==> config.mk <==
export PLATFORM = sky130hd
export DESIGN_NAME = fixed_string_line_matcher
export DESIGN_NICKNAME = d
export VERILOG_FILES = /design/src/design/flm_pkg.sv /design/src/design/fixed_string_line_matcher.sv /design/src/design/flm_out_queue.sv
export SDC_FILE = /design/constraint.sdc
export NUM_CORES = 2
export LEC_CHECK = 0
export BUFFER_PORTS_ARGS = -buffer_cell sky130_fd_sc_hd__buf_2
export CAP_MARGIN = 25
export CELL_PAD_IN_SITES_DETAIL_PLACEMENT = 0
export CELL_PAD_IN_SITES_GLOBAL_PLACEMENT = 1
export CORE_ASPECT_RATIO = 0.7
export CORE_MARGIN = 2
export CORE_UTILIZATION = 30
export CTS_CLUSTER_SIZE = 16
export DETAILED_ROUTE_END_ITERATION = 7
export MAX_ROUTING_LAYER = met4
export PLACE_DENSITY_LB_ADDON = 0.2
export SLEW_MARGIN = 15
export SYNTH_ARGS = -nofsm -noshare
export SYNTH_HDL_FRONTEND = slang
export SYNTH_SLANG_ARGS = --single-unit
export TNS_END_PERCENT = 10
==> constraint.sdc <==
create_clock -name clk -period 6.4 [get_ports clk]
set_input_delay 0.96 -clock clk [delete_from_list [all_inputs] [get_ports clk]]
set_output_delay 0.96 -clock clk [all_outputs]
set_load 0.01 [all_outputs]
==> src/design/flm_pkg.sv <==
// Shared types, codes and helpers of the fixed-string line matcher.
`default_nettype none

package flm_pkg;

    // input item kinds (s_axis_tuser)
    localparam logic CMD_DATA = 1'b0;
    localparam logic CMD_EOF  = 1'b1;

    // result kinds (m_axis_tuser)
    localparam logic KIND_LINE    = 1'b0;
    localparam logic KIND_SUMMARY = 1'b1;

    // configuration register indexes
    localparam int CFG_INDEX_W = 2;
    localparam int CFG_DATA_W  = 64;
    localparam logic [CFG_INDEX_W-1:0] CFG_PATTERN_LOW  = 2'd0;
    localparam logic [CFG_INDEX_W-1:0] CFG_PATTERN_HIGH = 2'd1;
    localparam logic [CFG_INDEX_W-1:0] CFG_PATTERN_LEN  = 2'd2;
    localparam logic [CFG_INDEX_W-1:0] CFG_CASE_FOLD    = 2'd3;

    localparam int PATTERN_LEN_W     = 5;
    localparam int PATTERN_REG_BYTES = 16;
    localparam int PATTERN_IDX_W     = 4;

    localparam logic [7:0] NEWLINE_BYTE = 8'h0A;
    localparam logic [7:0] NUL_BYTE     = 8'h00;
    localparam logic [7:0] UPPER_A      = 8'h41;
    localparam logic [7:0] UPPER_Z      = 8'h5A;
    localparam logic [7:0] FOLD_DELTA   = 8'd32;

    localparam int OUT_OFFSET_W = 32;
    localparam int IN_TDATA_W   = 8;
    localparam int OUT_TDATA_W  = 72;

    localparam int QUEUE_DEPTH = 4;
    localparam int QUEUE_PTR_W = 2;
    localparam int QUEUE_CNT_W = 3;

    typedef struct packed {
        logic                    result_kind;
        logic [OUT_OFFSET_W-1:0] line_start;
        logic [OUT_OFFSET_W-1:0] line_end;
        logic                    binary_file;
        logic                    any_match;
        logic                    last_of_run;
    } result_t;

    function automatic logic [7:0] fold_byte(input logic [7:0] b, input logic fold_en);
        logic [7:0] r;
        r = b;
        if (fold_en && b >= UPPER_A && b <= UPPER_Z)
        begin
            r = b + FOLD_DELTA;
        end
        return r;
    endfunction

endpackage

`default_nettype wire

==> src/design/fixed_string_line_matcher.sv <==
// Top level of the fixed-string line matcher.
//
// Input stream (s_axis): one item per file byte (tuser = 0, byte in tdata) or
// an end of file marker (tuser = 1). Output stream (m_axis): a line report
// (tuser = 0) with the start and end offsets of each line holding the pattern,
// and at end of file a summary (tuser = 1) with the binary and match flags.
// tlast is set on the last result caused by an input item.
// Configuration: cfg_write with cfg_index / cfg_data, written while idle.
// Path: an accepted item reaches the input register, is evaluated there once
// the result queue has room, and its results are written into that queue.
// Throughput: one item per cycle while the result queue has room; the window
// compare against the pattern is one parallel compare over the shifted window.
// An end of file with a pending line gives two results, drained one a cycle;
// when the receiver stalls, the four-entry result queue fills and s_axis_tready
// drops once fewer than two entries are free.
// Reset clears the configuration, all per-file state and the queue.
`default_nettype none

module fixed_string_line_matcher #(
    parameter int              PATTERN_MAX = 16,
    parameter longint unsigned PEEK_BYTES  = 65536,
    parameter int              OFFSET_BITS = 32
) (
    input  wire logic                               clk,
    input  wire logic                               rst_n,
    input  wire logic                               s_axis_tvalid,
    output logic                                    s_axis_tready,
    // data_byte
    input  wire logic [flm_pkg::IN_TDATA_W-1:0]     s_axis_tdata,
    // command
    input  wire logic                               s_axis_tuser,
    output logic                                    m_axis_tvalid,
    input  wire logic                               m_axis_tready,
    // line_start[31:0], line_end[63:32], binary_file[64], any_match[65], zero fill
    output logic [flm_pkg::OUT_TDATA_W-1:0]         m_axis_tdata,
    // result_kind
    output logic                                    m_axis_tuser,
    output logic                                    m_axis_tlast,
    input  wire logic                               cfg_write,
    input  wire logic [flm_pkg::CFG_INDEX_W-1:0]    cfg_index,
    input  wire logic [flm_pkg::CFG_DATA_W-1:0]     cfg_data
);

    localparam int LEN_W = $clog2(PATTERN_MAX + 1);
    localparam int CMP_W = (OFFSET_BITS > 33) ? OFFSET_BITS : 33;

    // configuration
    logic [flm_pkg::CFG_DATA_W-1:0]    pattern_low_reg;
    logic [flm_pkg::CFG_DATA_W-1:0]    pattern_high_reg;
    logic [flm_pkg::PATTERN_LEN_W-1:0] pattern_length_reg;
    logic                              case_fold_reg;

    // input register
    logic                              in_valid_reg;
    logic                              in_cmd_reg;
    logic [7:0]                        in_byte_reg;

    // per-file state
    logic [7:0]                        window_reg [PATTERN_MAX];
    logic [7:0]                        window_next [PATTERN_MAX];
    logic [OFFSET_BITS-1:0]            offset_reg, offset_next;
    logic [OFFSET_BITS-1:0]            line_start_reg, line_start_next;
    logic [LEN_W-1:0]                  fill_reg, fill_next;
    logic                              hit_reg, hit_next;
    logic                              nul_reg, nul_next;
    logic                              matched_reg, matched_next;

    logic                              fire;
    logic                              room;
    logic [1:0]                        push_valid;
    flm_pkg::result_t                  push_data [2];

    logic [7:0]                        pat_bytes [flm_pkg::PATTERN_REG_BYTES];
    logic [7:0]                        pat_aligned [PATTERN_MAX];
    logic [LEN_W-1:0]                  plen;
    logic [OFFSET_BITS-1:0]            offset_sat;
    logic                              window_eq;
    logic                              line_pending;

    assign fire          = in_valid_reg && room;
    assign s_axis_tready = !in_valid_reg || fire;

    always_comb
    begin
        for (int i = 0; i < 8; i++)
        begin
            pat_bytes[i]     = flm_pkg::fold_byte(pattern_low_reg[i*8 +: 8], case_fold_reg);
            pat_bytes[i + 8] = flm_pkg::fold_byte(pattern_high_reg[i*8 +: 8], case_fold_reg);
        end
    end

    // pattern laid out in window order: window entry k faces pattern byte plen-1-k
    always_comb
    begin
        int idx;
        if (int'(pattern_length_reg) > PATTERN_MAX)
        begin
            plen = LEN_W'(PATTERN_MAX);
        end
        else
        begin
            plen = LEN_W'(pattern_length_reg);
        end
        for (int k = 0; k < PATTERN_MAX; k++)
        begin
            idx = int'(plen) - 1 - k;
            if (idx >= 0 && idx < flm_pkg::PATTERN_REG_BYTES)
            begin
                pat_aligned[k] = pat_bytes[flm_pkg::PATTERN_IDX_W'(idx)];
            end
            else
            begin
                pat_aligned[k] = '0;
            end
        end
    end

    always_comb
    begin
        window_next[0] = flm_pkg::fold_byte(in_byte_reg, case_fold_reg);
        for (int k = 1; k < PATTERN_MAX; k++)
        begin
            window_next[k] = window_reg[k-1];
        end
        window_eq = 1'b1;
        for (int k = 0; k < PATTERN_MAX; k++)
        begin
            if (k < int'(plen) && window_next[k] != pat_aligned[k])
            begin
                window_eq = 1'b0;
            end
        end
    end

    always_comb
    begin
        offset_sat = (offset_reg == '1) ? offset_reg : offset_reg + OFFSET_BITS'(1);
        line_pending = hit_reg || (plen == '0);

        offset_next     = offset_reg;
        line_start_next = line_start_reg;
        fill_next       = fill_reg;
        hit_next        = hit_reg;
        nul_next        = nul_reg;
        matched_next    = matched_reg;
        push_valid      = 2'b00;
        push_data[0]    = '0;
        push_data[1]    = '0;

        if (fire)
        begin
            if (in_cmd_reg == flm_pkg::CMD_EOF)
            begin
                // a last line without newline is reported only if not empty
                if (fill_reg != '0 && line_pending)
                begin
                    push_valid[0]           = 1'b1;
                    push_data[0].result_kind = flm_pkg::KIND_LINE;
                    push_data[0].line_start  = flm_pkg::OUT_OFFSET_W'(line_start_reg);
                    push_data[0].line_end    = flm_pkg::OUT_OFFSET_W'(offset_reg);
                    push_valid[1]            = 1'b1;
                    push_data[1].result_kind = flm_pkg::KIND_SUMMARY;
                    push_data[1].binary_file = nul_reg;
                    push_data[1].any_match   = !nul_reg;
                    push_data[1].last_of_run = 1'b1;
                end
                else
                begin
                    push_valid[0]            = 1'b1;
                    push_data[0].result_kind = flm_pkg::KIND_SUMMARY;
                    push_data[0].binary_file = nul_reg;
                    push_data[0].any_match   = matched_reg && !nul_reg;
                    push_data[0].last_of_run = 1'b1;
                end
                offset_next     = '0;
                line_start_next = '0;
                fill_next       = '0;
                hit_next        = 1'b0;
                nul_next        = 1'b0;
                matched_next    = 1'b0;
            end
            else
            begin
                if (in_byte_reg == flm_pkg::NUL_BYTE
                    && CMP_W'(offset_reg) < CMP_W'(PEEK_BYTES))
                begin
                    nul_next = 1'b1;
                end
                if (in_byte_reg == flm_pkg::NEWLINE_BYTE)
                begin
                    if (line_pending)
                    begin
                        push_valid[0]            = 1'b1;
                        push_data[0].result_kind = flm_pkg::KIND_LINE;
                        push_data[0].line_start  = flm_pkg::OUT_OFFSET_W'(line_start_reg);
                        push_data[0].line_end    = flm_pkg::OUT_OFFSET_W'(offset_reg);
                        push_data[0].last_of_run = 1'b1;
                        matched_next             = 1'b1;
                    end
                    fill_next       = '0;
                    hit_next        = 1'b0;
                    line_start_next = offset_sat;
                end
                else
                begin
                    if (fill_reg != LEN_W'(PATTERN_MAX))
                    begin
                        fill_next = fill_reg + LEN_W'(1);
                    end
                    if (plen != '0 && fill_next >= plen && window_eq)
                    begin
                        hit_next = 1'b1;
                    end
                end
                offset_next = offset_sat;
            end
        end
    end

    always_ff @(posedge clk or negedge rst_n)
    begin
        if (!rst_n)
        begin
            pattern_low_reg    <= '0;
            pattern_high_reg   <= '0;
            pattern_length_reg <= '0;
            case_fold_reg      <= 1'b0;
        end
        else if (cfg_write)
        begin
            case (cfg_index)
                flm_pkg::CFG_PATTERN_LOW:  pattern_low_reg    <= cfg_data;
                flm_pkg::CFG_PATTERN_HIGH: pattern_high_reg   <= cfg_data;
                flm_pkg::CFG_PATTERN_LEN:
                    pattern_length_reg <= cfg_data[flm_pkg::PATTERN_LEN_W-1:0];
                flm_pkg::CFG_CASE_FOLD:    case_fold_reg      <= cfg_data[0];
                default: ;
            endcase
        end
    end

    always_ff @(posedge clk or negedge rst_n)
    begin
        if (!rst_n)
        begin
            in_valid_reg <= 1'b0;
        end
        else if (s_axis_tready)
        begin
            in_valid_reg <= s_axis_tvalid;
        end
    end

    always_ff @(posedge clk)
    begin
        if (s_axis_tready && s_axis_tvalid)
        begin
            in_cmd_reg  <= s_axis_tuser;
            in_byte_reg <= s_axis_tdata;
        end
    end

    always_ff @(posedge clk or negedge rst_n)
    begin
        if (!rst_n)
        begin
            for (int k = 0; k < PATTERN_MAX; k++)
            begin
                window_reg[k] <= '0;
            end
            offset_reg     <= '0;
            line_start_reg <= '0;
            fill_reg       <= '0;
            hit_reg        <= 1'b0;
            nul_reg        <= 1'b0;
            matched_reg    <= 1'b0;
        end
        else
        begin
            // the window is cleared at newline and end of file, shifted on other bytes
            if (fire)
            begin
                for (int k = 0; k < PATTERN_MAX; k++)
                begin
                    if (in_cmd_reg == flm_pkg::CMD_EOF || in_byte_reg == flm_pkg::NEWLINE_BYTE)
                    begin
                        window_reg[k] <= '0;
                    end
                    else
                    begin
                        window_reg[k] <= window_next[k];
                    end
                end
            end
            offset_reg     <= offset_next;
            line_start_reg <= line_start_next;
            fill_reg       <= fill_next;
            hit_reg        <= hit_next;
            nul_reg        <= nul_next;
            matched_reg    <= matched_next;
        end
    end

    flm_out_queue u_out_queue (
        .clk           (clk),
        .rst_n         (rst_n),
        .push_valid    (push_valid),
        .push_data     (push_data),
        .room          (room),
        .m_axis_tvalid (m_axis_tvalid),
        .m_axis_tready (m_axis_tready),
        .m_axis_tdata  (m_axis_tdata),
        .m_axis_tuser  (m_axis_tuser),
        .m_axis_tlast  (m_axis_tlast)
    );

endmodule

`default_nettype wire

==> src/design/flm_out_queue.sv <==
// Four-entry result queue that drives the master stream side.
`default_nettype none

module flm_out_queue (
    input  wire logic                            clk,
    input  wire logic                            rst_n,
    input  wire logic [1:0]                      push_valid,
    input  wire flm_pkg::result_t                push_data [2],
    output logic                                 room,
    output logic                                 m_axis_tvalid,
    input  wire logic                            m_axis_tready,
    // line_start[31:0], line_end[63:32], binary_file[64], any_match[65], zero fill
    output logic [flm_pkg::OUT_TDATA_W-1:0]      m_axis_tdata,
    // result_kind
    output logic                                 m_axis_tuser,
    output logic                                 m_axis_tlast
);

    flm_pkg::result_t                  mem_reg [flm_pkg::QUEUE_DEPTH];
    logic [flm_pkg::QUEUE_PTR_W-1:0]   wr_ptr_reg, wr_ptr_next;
    logic [flm_pkg::QUEUE_PTR_W-1:0]   rd_ptr_reg, rd_ptr_next;
    logic [flm_pkg::QUEUE_CNT_W-1:0]   count_reg, count_next;
    logic [flm_pkg::QUEUE_CNT_W-1:0]   push_count;
    logic                              pop;
    flm_pkg::result_t                  head;

    assign head          = mem_reg[rd_ptr_reg];
    assign m_axis_tvalid = (count_reg != '0);
    assign pop           = m_axis_tvalid && m_axis_tready;
    // two free entries so an end of file with a pending line never overflows
    assign room = (count_reg <= flm_pkg::QUEUE_CNT_W'(flm_pkg::QUEUE_DEPTH - 2));

    assign m_axis_tdata = {
        (flm_pkg::OUT_TDATA_W - 2 * flm_pkg::OUT_OFFSET_W - 2)'(0),
        head.any_match, head.binary_file, head.line_end, head.line_start
    };
    assign m_axis_tuser = head.result_kind;
    assign m_axis_tlast = head.last_of_run;

    always_comb
    begin
        push_count  = flm_pkg::QUEUE_CNT_W'(push_valid[0]) + flm_pkg::QUEUE_CNT_W'(push_valid[1]);
        wr_ptr_next = wr_ptr_reg + flm_pkg::QUEUE_PTR_W'(push_count);
        rd_ptr_next = pop ? rd_ptr_reg + flm_pkg::QUEUE_PTR_W'(1) : rd_ptr_reg;
        count_next  = count_reg + push_count - flm_pkg::QUEUE_CNT_W'(pop);
    end

    always_ff @(posedge clk or negedge rst_n)
    begin
        if (!rst_n)
        begin
            wr_ptr_reg <= '0;
            rd_ptr_reg <= '0;
            count_reg  <= '0;
        end
        else
        begin
            wr_ptr_reg <= wr_ptr_next;
            rd_ptr_reg <= rd_ptr_next;
            count_reg  <= count_next;
        end
    end

    always_ff @(posedge clk)
    begin
        if (push_valid[0])
        begin
            mem_reg[wr_ptr_reg] <= push_data[0];
        end
        if (push_valid[1])
        begin
            mem_reg[wr_ptr_reg + flm_pkg::QUEUE_PTR_W'(1)] <= push_data[1];
        end
    end

endmodule

`default_nettype wire

==> run_summary.xml <==
<?xml version="1.0" encoding="UTF-8"?>
<metrics>
  <group name="status">
    <metric name="run_status" unit="">finished clean</metric>
  </group>
  <group name="worst_setup_path">
    <metric name="reg2reg_depth" unit="">11</metric>
    <metric name="worst_setup_path_start_kind" unit="">flip-flop</metric>
    <metric name="endpoint_of_the_most_critical_setup_path" unit="">hit_reg</metric>
    <metric name="data_arrival_time_at_the_worst_slack_endpoint" unit="ns">6.34</metric>
    <metric name="worst_ep_required_time" unit="ns">6.99</metric>
    <metric name="critical_path_startpoint" unit="">case_fold_reg</metric>
    <metric name="ws_path_type" unit="">flip-flop to flip-flop</metric>
    <metric name="r2r_end" unit="">hit_reg</metric>
    <metric name="crit_path_max_fanout" unit="">20</metric>
    <metric name="r2r-start" unit="">case_fold_reg</metric>
    <metric name="end_kind" unit="">flip-flop</metric>
    <metric name="rrSetupSlack" unit="ns">0.65</metric>
  </group>
  <group name="clock_tree">
    <metric name="clock-root-buffer" unit="">sky130_fd_sc_hd__clkbuf_16</metric>
    <metric name="cts-htree-levels" unit="">3</metric>
    <metric name="tritoncts_clock_tree" unit="">done</metric>
    <metric name="numCtsBuffers" unit="">71</metric>
    <metric name="post_cts_resized" unit="">0</metric>
    <metric name="cts-hold-fix-buffers" unit="">0</metric>
    <metric name="post-cts-setup-buffer-count" unit="">0</metric>
    <metric name="clkSlewWorstSetupHoldPaths" unit="ns">0.06</metric>
    <metric name="clkLatencyLatePin" unit="ns">0.70</metric>
    <metric name="ctsLongestPathBuffers" unit="">3</metric>
    <metric name="cts_num_sinks" unit="">615</metric>
  </group>
  <group name="synthesis">
    <metric name="synth-warning-count" unit="">0</metric>
    <metric name="synth-xor-area-share" unit="">0.0296</metric>
    <metric name="synth.cells.most_frequent" unit="">sky130_fd_sc_hd__nand2_1, sky130_fd_sc_hd__a21oi_1, sky130_fd_sc_hd__nand3_1</metric>
    <metric name="seq_area_frac_synth" unit="">0.366</metric>
    <metric name="synth-main-ff-cell" unit="">sky130_fd_sc_hd__dfrtp_1</metric>
    <metric name="simple_gate_fraction_of_synth_area" unit="">0.186</metric>
    <metric name="post_synth_instance_area" unit="um^2">38900</metric>
    <metric name="synth_top_family_by_area" unit="">multiplexers</metric>
    <metric name="yosys.cell_count.top_type" unit="">sky130_fd_sc_hd__nand2_1</metric>
    <metric name="post_synth_inst_count" unit="">4324</metric>
    <metric name="synth_enable_flop_cells" unit="">25</metric>
    <metric name="synth.distinct_cells" unit="">109</metric>
    <metric name="synth-compound-area-share" unit="">0.165</metric>
    <metric name="muxShareOfSynthArea" unit="">0.193</metric>
    <metric name="synthesis.area_per_instance" unit="um^2">9.00</metric>
    <metric name="synth-adder-area-share" unit="">0.0131</metric>
    <metric name="yosys.area.top_type_share" unit="">0.215</metric>
    <metric name="async_flop_share" unit="">0.543</metric>
    <metric name="synth_top_cells_by_area" unit="">sky130_fd_sc_hd__dfrtp_1, sky130_fd_sc_hd__dfxtp_1, sky130_fd_sc_hd__mux4_2</metric>
    <metric name="yosys_register_bits" unit="">615</metric>
    <metric name="synth.largest_area_cell" unit="">sky130_fd_sc_hd__dfrtp_1</metric>
  </group>
  <group name="timing">
    <metric name="setup-tns-final" unit="ns">0</metric>
    <metric name="hold_violations" unit="">0</metric>
    <metric name="setup-violations-final" unit="">0</metric>
    <metric name="worst_slack" unit="ns">0.649</metric>
    <metric name="relSlewSlack" unit="">0.138</metric>
    <metric name="report.final.slew_viol_count" unit="">0</metric>
    <metric name="period_share" unit="">0.899</metric>
    <metric name="rsz0062_at_grt" unit="">no</metric>
    <metric name="fmax" unit="MHz">174</metric>
    <metric name="skew" unit="ns">0.0344</metric>
    <metric name="post-route-min-period" unit="ns">5.75</metric>
    <metric name="hold-worst-slack" unit="ns">0.181</metric>
    <metric name="worst_slew_pin_slew" unit="ns">1.29</metric>
  </group>
  <group name="power_and_ir_drop">
    <metric name="netSwitchingFraction" unit="">0.479</metric>
    <metric name="total_internal_power" unit="W">0.0101</metric>
    <metric name="combPwrFrac" unit="">0.519</metric>
    <metric name="ir_drop" unit="mV">0.231</metric>
    <metric name="pwr_density_cell" unit="nW/um^2">437</metric>
    <metric name="clock_share_of_power" unit="">0.215</metric>
    <metric name="switchingPower" unit="W">0.00925</metric>
    <metric name="leakagePower" unit="nW">16.5</metric>
    <metric name="power.share.sequential" unit="">0.267</metric>
    <metric name="fin_total_pwr" unit="W">0.0193</metric>
  </group>
  <group name="floorplanning">
    <metric name="fp.coreArea" unit="um^2">129000</metric>
    <metric name="num_rows" unit="">110</metric>
    <metric name="die_y" unit="um">305</metric>
    <metric name="starting_utilization_of_the_core_area" unit="">0.302</metric>
    <metric name="dieWidth" unit="um">435</metric>
    <metric name="fp.dieArea" unit="um^2">133000</metric>
    <metric name="boundaryPins" unit="">156</metric>
  </group>
  <group name="place">
    <metric name="dp_hpwl" unit="mm">128</metric>
    <metric name="gp_congestion" unit="">1.04</metric>
    <metric name="post-place-cells" unit="">5996</metric>
    <metric name="io_buf_count" unit="">149</metric>
    <metric name="dpl_worst_slack" unit="ns">0.422</metric>
  </group>
  <group name="global_routing">
    <metric name="grt_max_degree" unit="">176</metric>
    <metric name="vias_in_the_first_global_route" unit="">33600</metric>
    <metric name="grtUsageTotal" unit="">0.277</metric>
    <metric name="grt_pass1_wl" unit="mm">259</metric>
    <metric name="grt-ovfl-total" unit="">0</metric>
    <metric name="grt_antenna_before_repair" unit="">4</metric>
  </group>
  <group name="detailed_routing">
    <metric name="drc" unit="">0</metric>
    <metric name="viasPerCell" unit="">5.95</metric>
    <metric name="highest-signal-layer" unit="">met4</metric>
    <metric name="route.met2.wl" unit="mm">69.2</metric>
    <metric name="m1WireLength" unit="mm">87.2</metric>
    <metric name="finalWirelength" unit="mm">182</metric>
    <metric name="detailroute.via_count" unit="">36500</metric>
    <metric name="met3_routed_wl" unit="mm">20.6</metric>
    <metric name="final_antenna_net_count" unit="">0</metric>
    <metric name="wire_per_inst" unit="um">29.6</metric>
    <metric name="firstDrtPassIters" unit="">7</metric>
    <metric name="dr.first_iter.drc_count" unit="">4840</metric>
  </group>
  <group name="worst_hold_path">
    <metric name="worst_hold_path_type" unit="">primary input to async pin</metric>
  </group>
  <group name="final_layout">
    <metric name="final_cells" unit="">6132</metric>
    <metric name="largest_register_ffs" unit="">272</metric>
    <metric name="final_nets" unit="">4462</metric>
    <metric name="areaGrowthSynthToFinish" unit="%">13.4</metric>
    <metric name="post_route_cells_drive_above_1_share" unit="">0.191</metric>
  </group>
  <group name="flow_run">
    <metric name="cap_viol_max_count" unit="">0</metric>
  </group>
</metrics>
## layout make-up
cell class	count	area [um^2]
Tap cell	1736	2170
Inverter	73	282
Antenna cell	4	10.0
Clock buffer	102	2050
Multi-Input combinational cell	3270	23000
Timing Repair Buffer	311	2150
Sequential cell	615	14200
Fill cell	13300	84500
Clock inverter	21	218
## layout by cell type (no fill, tap or decap), types with 14 or more instances in the layout
cell / instances
sky130_fd_sc_hd__nand2_1: 749
sky130_fd_sc_hd__a21oi_1: 353
sky130_fd_sc_hd__nand3_1: 350
sky130_fd_sc_hd__dfrtp_1: 330
sky130_fd_sc_hd__o21ai_0: 268
sky130_fd_sc_hd__dfxtp_1: 256
sky130_fd_sc_hd__mux4_2: 200
sky130_fd_sc_hd__nor2_1: 183
sky130_fd_sc_hd__buf_2: 150
sky130_fd_sc_hd__buf_4: 144
sky130_fd_sc_hd__mux2_2: 141
sky130_fd_sc_hd__mux2i_1: 135
sky130_fd_sc_hd__clkbuf_16: 74
sky130_fd_sc_hd__xnor2_1: 71
sky130_fd_sc_hd__nor3_1: 68
sky130_fd_sc_hd__inv_1: 67
sky130_fd_sc_hd__o22ai_1: 56
sky130_fd_sc_hd__o31ai_1: 54
sky130_fd_sc_hd__xor2_1: 47
sky130_fd_sc_hd__nand4_1: 41
sky130_fd_sc_hd__ha_1: 38
sky130_fd_sc_hd__a22oi_1: 36
sky130_fd_sc_hd__a31oi_1: 30
sky130_fd_sc_hd__or4_1: 25
sky130_fd_sc_hd__o211ai_1: 25
sky130_fd_sc_hd__edfxtp_1: 25
sky130_fd_sc_hd__nor4_1: 24
sky130_fd_sc_hd__o32ai_1: 19
sky130_fd_sc_hd__clkbuf_1: 19
sky130_fd_sc_hd__or3_1: 17
sky130_fd_sc_hd__o221ai_1: 17
sky130_fd_sc_hd__nand2b_1: 15
sky130_fd_sc_hd__and2_1: 14
sky130_fd_sc_hd__nand3b_1: 14
## logic make-up after synthesis
logic type,Yosys count
compound gates,1030
xor+xnor,126
fa+ha+maj,40
buf+inv,444
flops,615
mux,479
other cells,1
simple gates,1589
## power groups by stage
stage	clock network (W)	registers, W	logic (W)
after floorplan	0	0.00462	0.00617
after global placement	0	0.00518	0.00958
after detailed placement	0	0.00518	0.00955
after CTS	0.00427	0.00510	0.00960
after global routing	0.00442	0.00517	0.0105
final	0.00414	0.00515	0.0100
## how the worst min path moves through the flow
stage                                  to  slack [ns]
4_1_cts              pattern_high_reg[17]        0.15
2_1_floorplan  u_out_queue.mem_reg[2][10]        0.43
3_3_place_gp   u_out_queue.mem_reg[3][19]        0.44
6_report             pattern_high_reg[17]        0.18
5_1_grt               pattern_low_reg[19]        0.17
3_5_place_dp   u_out_queue.mem_reg[3][56]        0.44
## through the flow
step / area, um^2 / utilization
final: 44100 / 0.343
after global routing: 44100 / 0.343
after CTS: 44000 / 0.342
after detailed placement: 41700 / 0.324
after global placement: 41700 / 0.324
after floorplan: 38900 / -
## routing by layer
metal,vias up,track usage
met1,18300,0.420
met4,0,0.0677
met2,1896,0.344
met3,283,0.0890
met5,-,-
li1,16000,-
## worst max-delay path, stage by stage, from the launching register on
cell	delay [ns]
sky130_fd_sc_hd__dfrtp_1	1.06
sky130_fd_sc_hd__o221ai_1	0.90
sky130_fd_sc_hd__o311ai_0	1.05
sky130_fd_sc_hd__nand2_1	0.23
sky130_fd_sc_hd__a221oi_1	0.69
sky130_fd_sc_hd__xor2_1	0.15
sky130_fd_sc_hd__o31ai_1	0.26
sky130_fd_sc_hd__o2111ai_1	0.14
sky130_fd_sc_hd__o311a_1	0.20
sky130_fd_sc_hd__o41ai_1	0.42
sky130_fd_sc_hd__o2111ai_1	0.24
sky130_fd_sc_hd__o31ai_1	0.28
No activity file was read; power rests on OpenSTA's default activity.
